<file path="src/sv/dpe_pkg.sv">
// ----------------------------------------------------------------------------
// dpe_pkg: shared constants, types and helpers for the dipole potential block
// Fixed-point widths, register codes, the tag that travels with each request
// through the long arithmetic units, and bit-length helpers.
// ----------------------------------------------------------------------------
package dpe_pkg;

  localparam int COORD_FRAC_BITS = 16;
  localparam int NORM_BITS       = 20;
  localparam int CONST_EXP       = 15;
  localparam logic [31:0] CONST_MANT = 32'd2607594588;

  // normalized offset, squared radius, root and dot magnitude widths
  localparam int N_W   = NORM_BITS;
  localparam int R2_W  = 2 * NORM_BITS + 2;
  localparam int RT_W  = R2_W / 2;
  localparam int DM_W  = 38;
  localparam int SH_W  = 6;
  localparam int EXP_W = 10;

  localparam int SQRT_STEPS = RT_W;
  localparam int DIV_W      = 64;
  localparam int DIV_STEPS  = DIV_W;

  // exponent bias of the final scaling shift
  localparam int X_BIAS = 2 * COORD_FRAC_BITS - 22 - 66 - CONST_EXP;

  localparam int OUT_W = 48;
  localparam logic [OUT_W-1:0] POS_LIMIT = 48'h7FFF_FFFF_FFFF;
  localparam logic [OUT_W-1:0] NEG_LIMIT = 48'h8000_0000_0000;

  typedef enum logic [2:0] {
    REG_POS_X = 3'd0,
    REG_POS_Y = 3'd1,
    REG_POS_Z = 3'd2,
    REG_DIR_X = 3'd3,
    REG_DIR_Y = 3'd4,
    REG_DIR_Z = 3'd5,
    REG_INTEN = 3'd6,
    REG_COND  = 3'd7
  } dpe_reg_t;

  // side data carried alongside each request
  typedef struct packed {
    logic                    at_src;
    logic                    neg;
    logic                    zero;
    logic signed [SH_W-1:0]  s;
    logic signed [EXP_W-1:0] ex;
    logic [RT_W-1:0]         rt;
    logic [R2_W-1:0]         r2;
    logic [DM_W-1:0]         dm;
  } dpe_tag_t;

  function automatic logic [6:0] bit_len64(input logic [63:0] v);
    logic [6:0] n;
    n = '0;
    for (int i = 0; i < 64; i++) begin
      if (v[i]) n = 7'(i + 1);
    end
    return n;
  endfunction

  function automatic logic [5:0] bit_len32(input logic [31:0] v);
    logic [5:0] n;
    n = '0;
    for (int i = 0; i < 32; i++) begin
      if (v[i]) n = 6'(i + 1);
    end
    return n;
  endfunction

endpackage

</file>
<file path="src/sv/dpe_sqrt.sv">
// ----------------------------------------------------------------------------
// dpe_sqrt: pipelined integer square root
// One result bit per stage on the squared radius held in the tag; the floor
// root lands in the tag's rt field.
// ----------------------------------------------------------------------------
module dpe_sqrt (
  input  logic              clk,
  input  logic              rst,
  input  logic              en,
  input  logic              in_valid,
  input  dpe_pkg::dpe_tag_t in_tag,
  output logic              out_valid,
  output dpe_pkg::dpe_tag_t out_tag
);
  import dpe_pkg::*;

  logic              v    [SQRT_STEPS+1];
  logic [RT_W+1:0]   rem  [SQRT_STEPS+1];
  logic [RT_W-1:0]   root [SQRT_STEPS+1];
  dpe_tag_t          tag  [SQRT_STEPS+1];

  assign v[0]    = in_valid;
  assign rem[0]  = '0;
  assign root[0] = '0;
  assign tag[0]  = in_tag;

  for (genvar k = 0; k < SQRT_STEPS; k++) begin : g_step
    logic [RT_W+3:0] trial;
    logic [RT_W+3:0] cand;
    logic [RT_W+3:0] diff;
    logic            ge;

    // bring down the next two bits and try the next root bit
    assign trial = {rem[k], tag[k].r2[R2_W-1-2*k -: 2]};
    assign cand  = {1'b0, root[k], 2'b01};
    assign diff  = trial - cand;
    assign ge    = (trial >= cand);

    always_ff @(posedge clk) begin
      if (rst) begin
        v[k+1] <= 1'b0;
      end else if (en) begin
        v[k+1] <= v[k];
      end
    end

    always_ff @(posedge clk) begin
      if (en) begin
        rem[k+1]  <= ge ? diff[RT_W+1:0] : trial[RT_W+1:0];
        root[k+1] <= {root[k][RT_W-2:0], ge};
        tag[k+1]  <= tag[k];
      end
    end
  end

  always_comb begin
    out_tag    = tag[SQRT_STEPS];
    out_tag.rt = root[SQRT_STEPS];
  end

  assign out_valid = v[SQRT_STEPS];

endmodule

</file>
<file path="config.mk">
export PLATFORM = sky130hd
export DESIGN_NAME = dpe_sqrt
export DESIGN_NICKNAME = d
export VERILOG_FILES = /design/src/sv/dpe_pkg.sv /design/src/sv/dpe_sqrt.sv
export SDC_FILE = /design/constraint.sdc
export NUM_CORES = 2
export LEC_CHECK = 0
export ABC_AREA = 1
export ABC_CLOCK_PERIOD_IN_PS = 2000
export BUFFER_PORTS_ARGS = -buffer_cell sky130_fd_sc_hd__buf_2
export CAP_MARGIN = 5
export CORE_ASPECT_RATIO = 1.75
export CORE_MARGIN = 2
export CORE_UTILIZATION = 55
export CTS_BUF_LIST = sky130_fd_sc_hd__clkbuf_2 sky130_fd_sc_hd__clkbuf_4 sky130_fd_sc_hd__clkbuf_8
export CTS_CLUSTER_DIAMETER = 30
export CTS_CLUSTER_SIZE = 40
export DETAILED_ROUTE_END_ITERATION = 10
export PLACE_DENSITY = 0.76
export SYNTH_ARGS = -nofsm -noshare
export SYNTH_HDL_FRONTEND = slang
export SYNTH_SLANG_ARGS = --single-unit
</file>
<file path="constraint.sdc">
create_clock -name clk -period 2 [get_ports clk]
set_input_delay 0.1 -clock clk [delete_from_list [all_inputs] [get_ports clk]]
set_output_delay 0.1 -clock clk [all_outputs]
set_load 0.02 [all_outputs]
</file>
==> impl_metrics.csv <==
group,metric,value,unit
synthesis,synthAdderAreaFrac,0.0286,
synthesis,syn_nets,8874,
synthesis,async_reset_ff_frac,0,
synthesis,syn_area,111000,sq um
placed_design,dp_cells,12700,
worst_setup_path,path_cells,"inv_2 > ha_4 > nand2_4 > buf_6 > inv_2 > nand2_2 > nand2_2 > inv_2 > nand2_4 > inv_4 > nor2_4 > nor2_4 > buf_12 > nand3_4 > nand2_4",
hold_path,hp-class,"input port to register",
clock_tree,htreeDepth,5,
worst_setup_path,critical-path-max-stage-delay,0.79,ns
worst_setup_path,worstPathArrival,3.76,ns
synthesis,ys.flop_type,"edfxtp_1",
global_route,first_global_vias,76600,
finish,finalNonFillerCells,14100,
clock_tree,cts_root_buffer,"clkbuf_8",
drt,routed_via_density,5.32,
die,ios,245,
job,maxCapViolCount,0,
drt,drtIter0Drc,5525,
synthesis,ys_seq_elements,2762,
global_route,busiest_layer,"met2",
synthesis,synth.most_common_cell,"edfxtp_1",
placed_design,portBuffers,223,
synthesis,ys_types,57,
die,dieArea,205000,sq um
global_route,met1_usage,0.289,
worst_setup_path,critPathKind,"register to register",
clock_tree,cts_tree,"built",
clock_tree,clock_sinks,2762,
timing,relSlewSlack,0.420,
synthesis,yosys-mux-area-fraction,0,
worst_setup_path,startpoint_type,"register",
run_status,status,"complete, but fails checks",
placed_design,hpwl,220,mm
power_and_ir_drop,vdd_drop_max,1350,uV
timing,rsz0062_at_grt,"true",
die,fp.dieH,597,um
drt,vias,75100,
timing,finalCritPeriodShare,1.51,
die,num_rows,217,
power_and_ir_drop,leakage,62.1,nW
worst_setup_path,worstPathRequired,2.74,ns
drt,drtPass1Iterations,8,
timing,hold_ws,0.199,ns
finish,num-nets-final,11600,
timing,fin_ws,-1.02,ns
clock_tree,clk-insertion-delay-late,1.01,ns
drt,post_drt_wl_per_cell,24.6,um
synthesis,avgSynthCellArea,13.0,sq um
timing,final-hold-violation-count,0,
global_route,grt_max_degree,126,
global_route,grtUsageMet3,0.0682,
synthesis,ys_top_cells_by_count,"edfxtp_1, nand2_1, inv_1, nor2_1, nand3_1",
timing,worst_pin_slew,0.870,ns
die,core-area,200000,sq um
synthesis,seq_area_frac_synth,0.748,
synthesis,yosys_warnings,0,
global_route,antenna_found_initial,18,
clock_tree,clock_path_buffers,4,
synthesis,synth_edf_count,2741,
synthesis,synthCells,8497,
global_route,grt_pass1_wl,475,mm
timing,clock_skew,0.0955,ns
placed_design,place.gp.congestion,0.977,
clock_tree,path_clk_slew,0.11,ns
clock_tree,cts_buffers,342,
timing,slew_violations,0,
drt,drt_wl_total,348,mm
drt,drcViolationCount,0,
power_and_ir_drop,total_power,148,mW
synthesis,synth_top_family_by_area,"simple AND/OR/NAND/NOR gates",
power_and_ir_drop,power_density,974,nW/um^2
synthesis,synth_compound_area_frac,0.0242,
synthesis,yosysTopAreaCell,"edfxtp_1",
placed_design,pre_cts_slack,-0.712,ns
timing,setup_violations,409,
synthesis,synth_top_area_share,0.744,
synthesis,synth_simple_gate_area_frac,0.136,
global_route,track_usage,0.322,
drt,ant_nets,0,
run_status,violations,"negative setup slack",
timing,max_freq,331,MHz
worst_setup_path,end_kind,"register",
synthesis,synth_area_leaders,"edfxtp_1, nand2_1, inv_1, ha_1, nor2_1",
finish,drive_above_1_share,0.419,
global_route,met2_usage,0.612,
synthesis,yosys.area_share.xor_xnor,0.0134,
worst_setup_path,slowest_stage,"edfxtp_1",
worst_setup_path,critPathMaxFanout,11,
die,die-width,343,um
die,initial_core_util,0.553,
timing,period_needed,3.02,ns
finish,area_growth,37.0,%
global_route,grt_remaining_overflow,0,
finish,post-route-util,0.758,
metal layers:
layer,routed length [um],share of wire
met1,103000,0.30
met2,188000,0.54
met3,21900,0.063
met4,34900,0.10
met5,366,0.0011
area by class of cell:
type                       count  area, sq um
inverter                    1116         4350
fill                       12100        48300
clock buffer                 361         4880
antenna                       10         25.0
sequential                  2762        82700
clock inverter               265         3130
tap                         2628         3290
timing repair inverter         5         61.3
multi-input combinational   4462        31600
timing repair buffer        2503        21400
cells in the final DEF, fill, tap and decap left out, drive strengths merged, types with 67 or more instances in the layout:
cell type / count
a21oi: 276
buf: 2281
clkbuf: 376
clkinv: 97
dlygate4sd3: 207
edfxtp: 2741
ha: 253
inv: 1220
nand2: 2280
nand3: 403
nand3b: 67
nand4: 107
nor2: 611
o21ai: 169
xor2: 108
registers in the layout (all words and copies together), names as in the netlist:
register	count
tag	1940
out_valid	1
g_step.trial	471
v	20
out_tag	120
g_step.cand	210
per-stage QoR:
step	instance area [sq um]	setup TNS (ns)
floorplan	111000	0
global placement	126000	-129.99
detailed placement	126000	-134.44
CTS	143000	-53.54
global route	152000	-112.81
finish	152000	-88.03
what timing repair did:
item / CTS / global route
hold endpoints to repair: 1753 / 0
hold buffers: 207 / 0
pin swaps: 210 / 562
gates cloned: 23 / 23
buffers inserted: 226 / 321
setup endpoints to repair: 444 / 448
gates resized for setup: 941 / 1686
final timing paths:
path                        from              endpoint  slack [ns]  cells after the start
max          g_step[19].cand[16]  g_step[20].trial[22]       -1.02                     15
min                           en             tag[2516]        0.20                      2
max reg2reg  g_step[19].cand[16]  g_step[20].trial[22]       -1.02                     15
min reg2reg             tag[951]              tag[831]        0.34                      0
where the power goes:
part           switching, mW  leakage (nW)  internal [mW]  total [mW]
combinational           16.2          31.3           12.9        29.0
clock                   25.1          3.95           21.8        46.9
sequential              2.99          26.8           68.7        71.7
total                   44.2          62.1            103         148
critical path: cells and delay by family (launching register included):
| family | cells | cell delay [ns] |
|---|---|---|
| fa+ha+maj | 1 | 0.46 |
| simple gates | 8 | 0.84 |
| flops | 1 | 0.79 |
| buf+inv | 6 | 0.59 |
cells by family (layout without fill, tap and decap cells):
kind of cell,after synthesis,in the layout
AOI/OAI and AO/OA,471,472
xor gates and xnor gates,169,169
adders and majority gates,253,253
buffers and inverters,1278,4250
DFF,2762,2762
other,1,11
and+or+nand+nor,3563,3567
(Power assumes the default switching activity.)
