File: config.mk
export PLATFORM = sky130hd
export DESIGN_NAME = dpe_scale
export DESIGN_NICKNAME = d
export VERILOG_FILES = /design/src/sv/dpe_pkg.sv /design/src/sv/dpe_scale.sv
export SDC_FILE = /design/constraint.sdc
export NUM_CORES = 2
export LEC_CHECK = 0
export ABC_AREA = 1
export BUFFER_PORTS_ARGS = -buffer_cell sky130_fd_sc_hd__buf_2
export CAP_MARGIN = 20
export CORE_ASPECT_RATIO = 0.6
export CORE_MARGIN = 4
export CORE_UTILIZATION = 45
export CTS_CLUSTER_DIAMETER = 50
export CTS_CLUSTER_SIZE = 30
export DETAILED_ROUTE_END_ITERATION = 12
export PLACE_DENSITY = 0.61
export SLEW_MARGIN = 10
export SYNTH_ARGS = -nofsm -noshare
export SYNTH_HDL_FRONTEND = slang
export SYNTH_SLANG_ARGS = --single-unit
File: constraint.sdc
create_clock -name clk -period 8.8 [get_ports clk]
set_input_delay 1.76 -clock clk [delete_from_list [all_inputs] [get_ports clk]]
set_output_delay 1.76 -clock clk [all_outputs]
set_load 0.005 [all_outputs]
File: src/sv/dpe_pkg.sv
// ----------------------------------------------------------------------------
// dpe_pkg: shared constants, types and helpers for the dipole potential block
// Fixed-point widths, register codes, the tag that travels with each request
// through the long arithmetic units, and bit-length helpers.
// ----------------------------------------------------------------------------
package dpe_pkg;

  localparam int COORD_FRAC_BITS = 16;
  localparam int NORM_BITS       = 20;
  localparam int CONST_EXP       = 15;
  localparam logic [31:0] CONST_MANT = 32'd2607594588;

  // normalized offset, squared radius, root and dot magnitude widths
  localparam int N_W   = NORM_BITS;
  localparam int R2_W  = 2 * NORM_BITS + 2;
  localparam int RT_W  = R2_W / 2;
  localparam int DM_W  = 38;
  localparam int SH_W  = 6;
  localparam int EXP_W = 10;

  localparam int SQRT_STEPS = RT_W;
  localparam int DIV_W      = 64;
  localparam int DIV_STEPS  = DIV_W;

  // exponent bias of the final scaling shift
  localparam int X_BIAS = 2 * COORD_FRAC_BITS - 22 - 66 - CONST_EXP;

  localparam int OUT_W = 48;
  localparam logic [OUT_W-1:0] POS_LIMIT = 48'h7FFF_FFFF_FFFF;
  localparam logic [OUT_W-1:0] NEG_LIMIT = 48'h8000_0000_0000;

  typedef enum logic [2:0] {
    REG_POS_X = 3'd0,
    REG_POS_Y = 3'd1,
    REG_POS_Z = 3'd2,
    REG_DIR_X = 3'd3,
    REG_DIR_Y = 3'd4,
    REG_DIR_Z = 3'd5,
    REG_INTEN = 3'd6,
    REG_COND  = 3'd7
  } dpe_reg_t;

  // side data carried alongside each request
  typedef struct packed {
    logic                    at_src;
    logic                    neg;
    logic                    zero;
    logic signed [SH_W-1:0]  s;
    logic signed [EXP_W-1:0] ex;
    logic [RT_W-1:0]         rt;
    logic [R2_W-1:0]         r2;
    logic [DM_W-1:0]         dm;
  } dpe_tag_t;

  function automatic logic [6:0] bit_len64(input logic [63:0] v);
    logic [6:0] n;
    n = '0;
    for (int i = 0; i < 64; i++) begin
      if (v[i]) n = 7'(i + 1);
    end
    return n;
  endfunction

  function automatic logic [5:0] bit_len32(input logic [31:0] v);
    logic [5:0] n;
    n = '0;
    for (int i = 0; i < 32; i++) begin
      if (v[i]) n = 6'(i + 1);
    end
    return n;
  endfunction

endpackage

File: src/sv/dpe_scale.sv
// ----------------------------------------------------------------------------
// dpe_scale: mantissa chain before the conductivity divide
// Normalizes the ratio, multiplies by intensity and by the 1e6/(4 pi)
// constant, and keeps the binary exponent in the tag. Six stages.
// ----------------------------------------------------------------------------
module dpe_scale (
  input  logic                      clk,
  input  logic                      rst,
  input  logic                      en,
  input  logic                      in_valid,
  input  logic [dpe_pkg::DIV_W-1:0] b,
  input  dpe_pkg::dpe_tag_t         in_tag,
  input  logic [31:0]               qn,
  input  logic [5:0]                lq,
  input  logic                      qzero,
  output logic                      out_valid,
  output logic [dpe_pkg::DIV_W-1:0] dividend,
  output dpe_pkg::dpe_tag_t         out_tag
);
  import dpe_pkg::*;

  logic [6:1] v;

  logic [DIV_W-1:0] b1;
  logic [6:0]       lb1;
  dpe_tag_t         t1, t2, t3, t4, t5;
  logic [31:0]      p2;
  logic [63:0]      prod3;
  logic [31:0]      p4;
  logic [63:0]      prod5;
  logic [62:0]      p6;

  logic [DIV_W-1:0] bsh;
  logic signed [EXP_W-1:0] ex2;
  dpe_tag_t         t1_next, t2_next, t4_next, out_tag_next;

  // advance valid bits
  always_ff @(posedge clk) begin
    if (rst) begin
      v <= '0;
    end else if (en) begin
      v <= {v[5:1], in_valid};
    end
  end

  // stage 1: bit length of the ratio, zero test
  always_comb begin
    t1_next      = in_tag;
    t1_next.zero = (b == '0) || qzero;
  end

  always_ff @(posedge clk) begin
    if (en) begin
      b1  <= b;
      lb1 <= bit_len64(b);
      t1  <= t1_next;
    end
  end

  // stage 2: normalize to 32 significant bits
  assign bsh = (lb1 > 7'd32) ? (b1 >> (lb1 - 7'd32)) : (b1 << (7'd32 - lb1));
  assign ex2 = EXP_W'($signed({1'b0, lb1})) + EXP_W'($signed({1'b0, lq}))
             - EXP_W'(64);

  always_comb begin
    t2_next    = t1;
    t2_next.ex = ex2;
  end

  always_ff @(posedge clk) begin
    if (en) begin
      p2 <= bsh[31:0];
      t2 <= t2_next;
    end
  end

  // stage 3: times normalized intensity
  always_ff @(posedge clk) begin
    if (en) begin
      prod3 <= qn * p2;
      t3    <= t2;
    end
  end

  // stage 4: back to 32 bits
  always_comb begin
    t4_next    = t3;
    t4_next.ex = t3.ex + (prod3[63] ? EXP_W'(32) : EXP_W'(31));
  end

  always_ff @(posedge clk) begin
    if (en) begin
      p4 <= prod3[63] ? prod3[63:32] : prod3[62:31];
      t4 <= t4_next;
    end
  end

  // stage 5: times the physical constant
  always_ff @(posedge clk) begin
    if (en) begin
      prod5 <= p4 * CONST_MANT;
      t5    <= t4;
    end
  end

  // stage 6: back to 63 bits
  always_comb begin
    out_tag_next    = t5;
    out_tag_next.ex = t5.ex + EXP_W'(prod5[63]);
  end

  always_ff @(posedge clk) begin
    if (en) begin
      p6      <= prod5[63] ? prod5[63:1] : prod5[62:0];
      out_tag <= out_tag_next;
    end
  end

  assign dividend  = {1'b0, p6};
  assign out_valid = v[6];

endmodule

==> impl_metrics.yaml <==
drt:
  via_per_inst: 5.02
  drtIter0Drc: 4956
  route.met3.wl_um: 21300
  finalWirelength_um: 223000
  firstDrtPassIters: 6
  routed.top_layer: "met4"
  ant_nets: 0
  wl_per_cell_um: 19.5
  num_vias: 57410
  wl_met1_um: 105000
  drc: 0
  wl_met2_um: 92400
floorplanning:
  ios: 412
  die_width_um: 576
  start_util: 0.455
  die_area_um2: 201000
  fp.dieH_um: 349
  num_rows: 124
  fp.coreArea_um2: 191000
hold_path:
  hold_path_class: "register to register"
  hp-start: "t1[33]"
synth:
  synth_xor_area_frac: 0.0120
  synth_edf_count: 1000
  ys_ff_latch: 1006
  synth_cell_type_count: 63
  seq_area_frac_synth: 0.347
  synth-adder-area-share: 0.392
  syn_area_um2: 87000
  synth_top_family_by_area: "adder cells"
  syn_area_per_cell_um2: 10.4
  yosysWarnings: 0
  synth-compound-area-share: 0.0429
  ys.flop_type: "edfxtp_1"
  yosys.area_share.simple: 0.0988
  synthMuxAreaShare: 0.00460
  async_flop_share: 0
  netlist_instances: 8336
placement:
  place_inst: 11286
  gp_congestion: 0.963
  post_dp_cell_area_um2: 93500
  dp_hpwl_um: 182000
  port_buffers: 398
sta:
  period_minus_slack_ps: 8660
  worstMarginPinSlew_ps: 1170
  max-slew-margin-rel: 0.221
  setup_viol: 0
  grt_setup_unrepaired: "yes"
  skew_ps: 53.4
  period_share: 0.984
  report.final.hold_viol_count: 0
  fmax_mhz: 115
  slew_viol_final: 0
clock_network:
  cts_tree: "done"
  cts_htree_levels: 3
  clockBufferDepth: 3
  clock_sinks: 1006
  clk_latency_ps: 700
  cts_hold_buf: 0
  clk_pin_slew_ps: 90
  cts_root_buffer: "clkbuf_16"
  cts_buffers: 72
worst_setup_path:
  end_kind: "register"
  critPathTopFamily: "adder cells"
  crit_path_start_kind: "input pin"
  critPathLaunch: "qn[3]"
  cp_max_fo: 13
  cp_num_buf_inv: 8
  max_stage_delay_ps: 630
  crit_type: "input pin to register"
  crit_slowest_cell: "fa_1"
  crit_top_cell: "fa_1"
  r2r_start: "p4[14]"
  cp.arrival_ps: 9110
  required_ps: 9250
global_route:
  overflow: 0
  grt_pass1_wl_um: 347000
  grt_max_degree: 172
  antenna_found_initial: 1
  grt_pass1_vias: 58635
  track_usage: 0.224
layout:
  fin_cells: 11441
  mostFrequentLayoutCell: "inv_1"
  drive_gt1_frac: 0.109
  most-common-layout-cells: "inv_1 (2074), nand2_1 (1895), fa_1 (1313), edfxtp_1 (1000), ha_1 (597)"
  fin_nets: 10952
  design_area_um2: 97100
  areaGrowthSynthToFinish_pct: 11.7
status:
  outcome: "completed"
flow_run:
  cap_violations: 0
[sequential cells by signal, summed over array words and instances (netlist names)]
name          count
v                 6
t1              110
prod5            62
b1               64
prod3            33
p4               32
p6               62
t4              120
t5               10
p2               32
t2              119
lb1               7
out_tag_next    110
t3              119
out_tag         120
[cells by family after synthesis]
kind of cell / Yosys count
buf+inv: 2394
simple gates: 2209
fa+ha+maj: 1928
flops: 1006
compound gates: 639
xor+xnor: 119
mux: 40
other cells: 1
[per-stage QoR]
stage                     setup WS, ps  TNS (ps)   util  hold WS, ps
after floorplan                   2.66         0      -          400
after global placement            -989    -18510  0.489          400
after detailed placement          -974    -18390  0.489          405
after CTS                         17.2         0  0.504          395
after global routing              -151      -549  0.508          398
final                              139         0  0.508          392
[worst register-to-register path, delay by kind of cell (launching register included)]
family,cells,cell delay [ps]
XOR/XNOR,1,340
adder cells (fa/ha/maj),9,4530
buffers and inverters,9,550
AO/OA/AOI/OAI,10,1570
flip-flops,1,510
AND/OR/NAND/NOR,9,710
[repair_timing]
action                     CTS  global route
pin swaps                    4            50
cloned                       0             0
setup buffers                1            19
setup endpoints to repair   14            26
resized for setup           15           116
[path summary, 6_finish.rpt]
check              end  slack (ps)  depth (start not counted)
max          prod3[62]         140                         30
min             t2[33]         390                          0
max reg2reg  prod5[61]         390                         38
min reg2reg     t2[33]         390                          0
[routing by layer]
layer	track usage	up-vias
li1	-	26311
met1	0.351	28769
met2	0.317	2121
met3	0.0580	209
met4	0.0362	0
met5	0	-
[cell type report]
| cell class | count | area [um2] |
|---|---|---|
| Timing Repair Buffer | 687 | 4720 |
| Antenna cell | 1 | 2.50 |
| Clock buffer | 77 | 1870 |
| Multi-Input combinational cell | 4937 | 48200 |
| Sequential cell | 1006 | 30100 |
| Inverter | 2093 | 7860 |
| Clock inverter | 57 | 1040 |
| Tap cell | 2583 | 3230 |
| Fill cell | 17141 | 94200 |
[synthesized netlist by cell type, types with 5 or more instances]
master	number	area share
o21a_1	9	0.00078
nand4_1	13	0.00094
o22ai_1	11	0.00079
o221ai_1	9	0.00091
nor3_1	14	0.00081
clkinv_1	6	0.00026
a221oi_1	5	0.00050
edfxtp_1	1000	0.35
buf_1	13	0.00056
xor2_1	81	0.0082
o21bai_1	6	0.00052
mux2i_1	40	0.0046
a21oi_1	209	0.012
nor2_1	127	0.0055
nand2_1	1913	0.083
xnor2_1	38	0.0038
dfxtp_1	6	0.0014
a31oi_1	24	0.0017
a21o_1	6	0.00052
fa_1	1323	0.30
a21oi_2	6	0.00060
inv_1	2080	0.090
nor4_1	9	0.00065
inv_2	7	0.00030
or2_2	9	0.00065
o21ai_1	13	0.00075
ha_1	605	0.087
a21oi_4	6	0.0011
nand2_2	10	0.00072
o211ai_1	29	0.0025
o21ai_0	255	0.015
a211oi_1	7	0.00060
clkbuf_1	286	0.012
o21ai_2	10	0.0010
nand3_1	105	0.0060
Power is left out: the tool's default activity adds up to more than one toggle a clock period on the data nets, which glitch-free logic cannot reach.
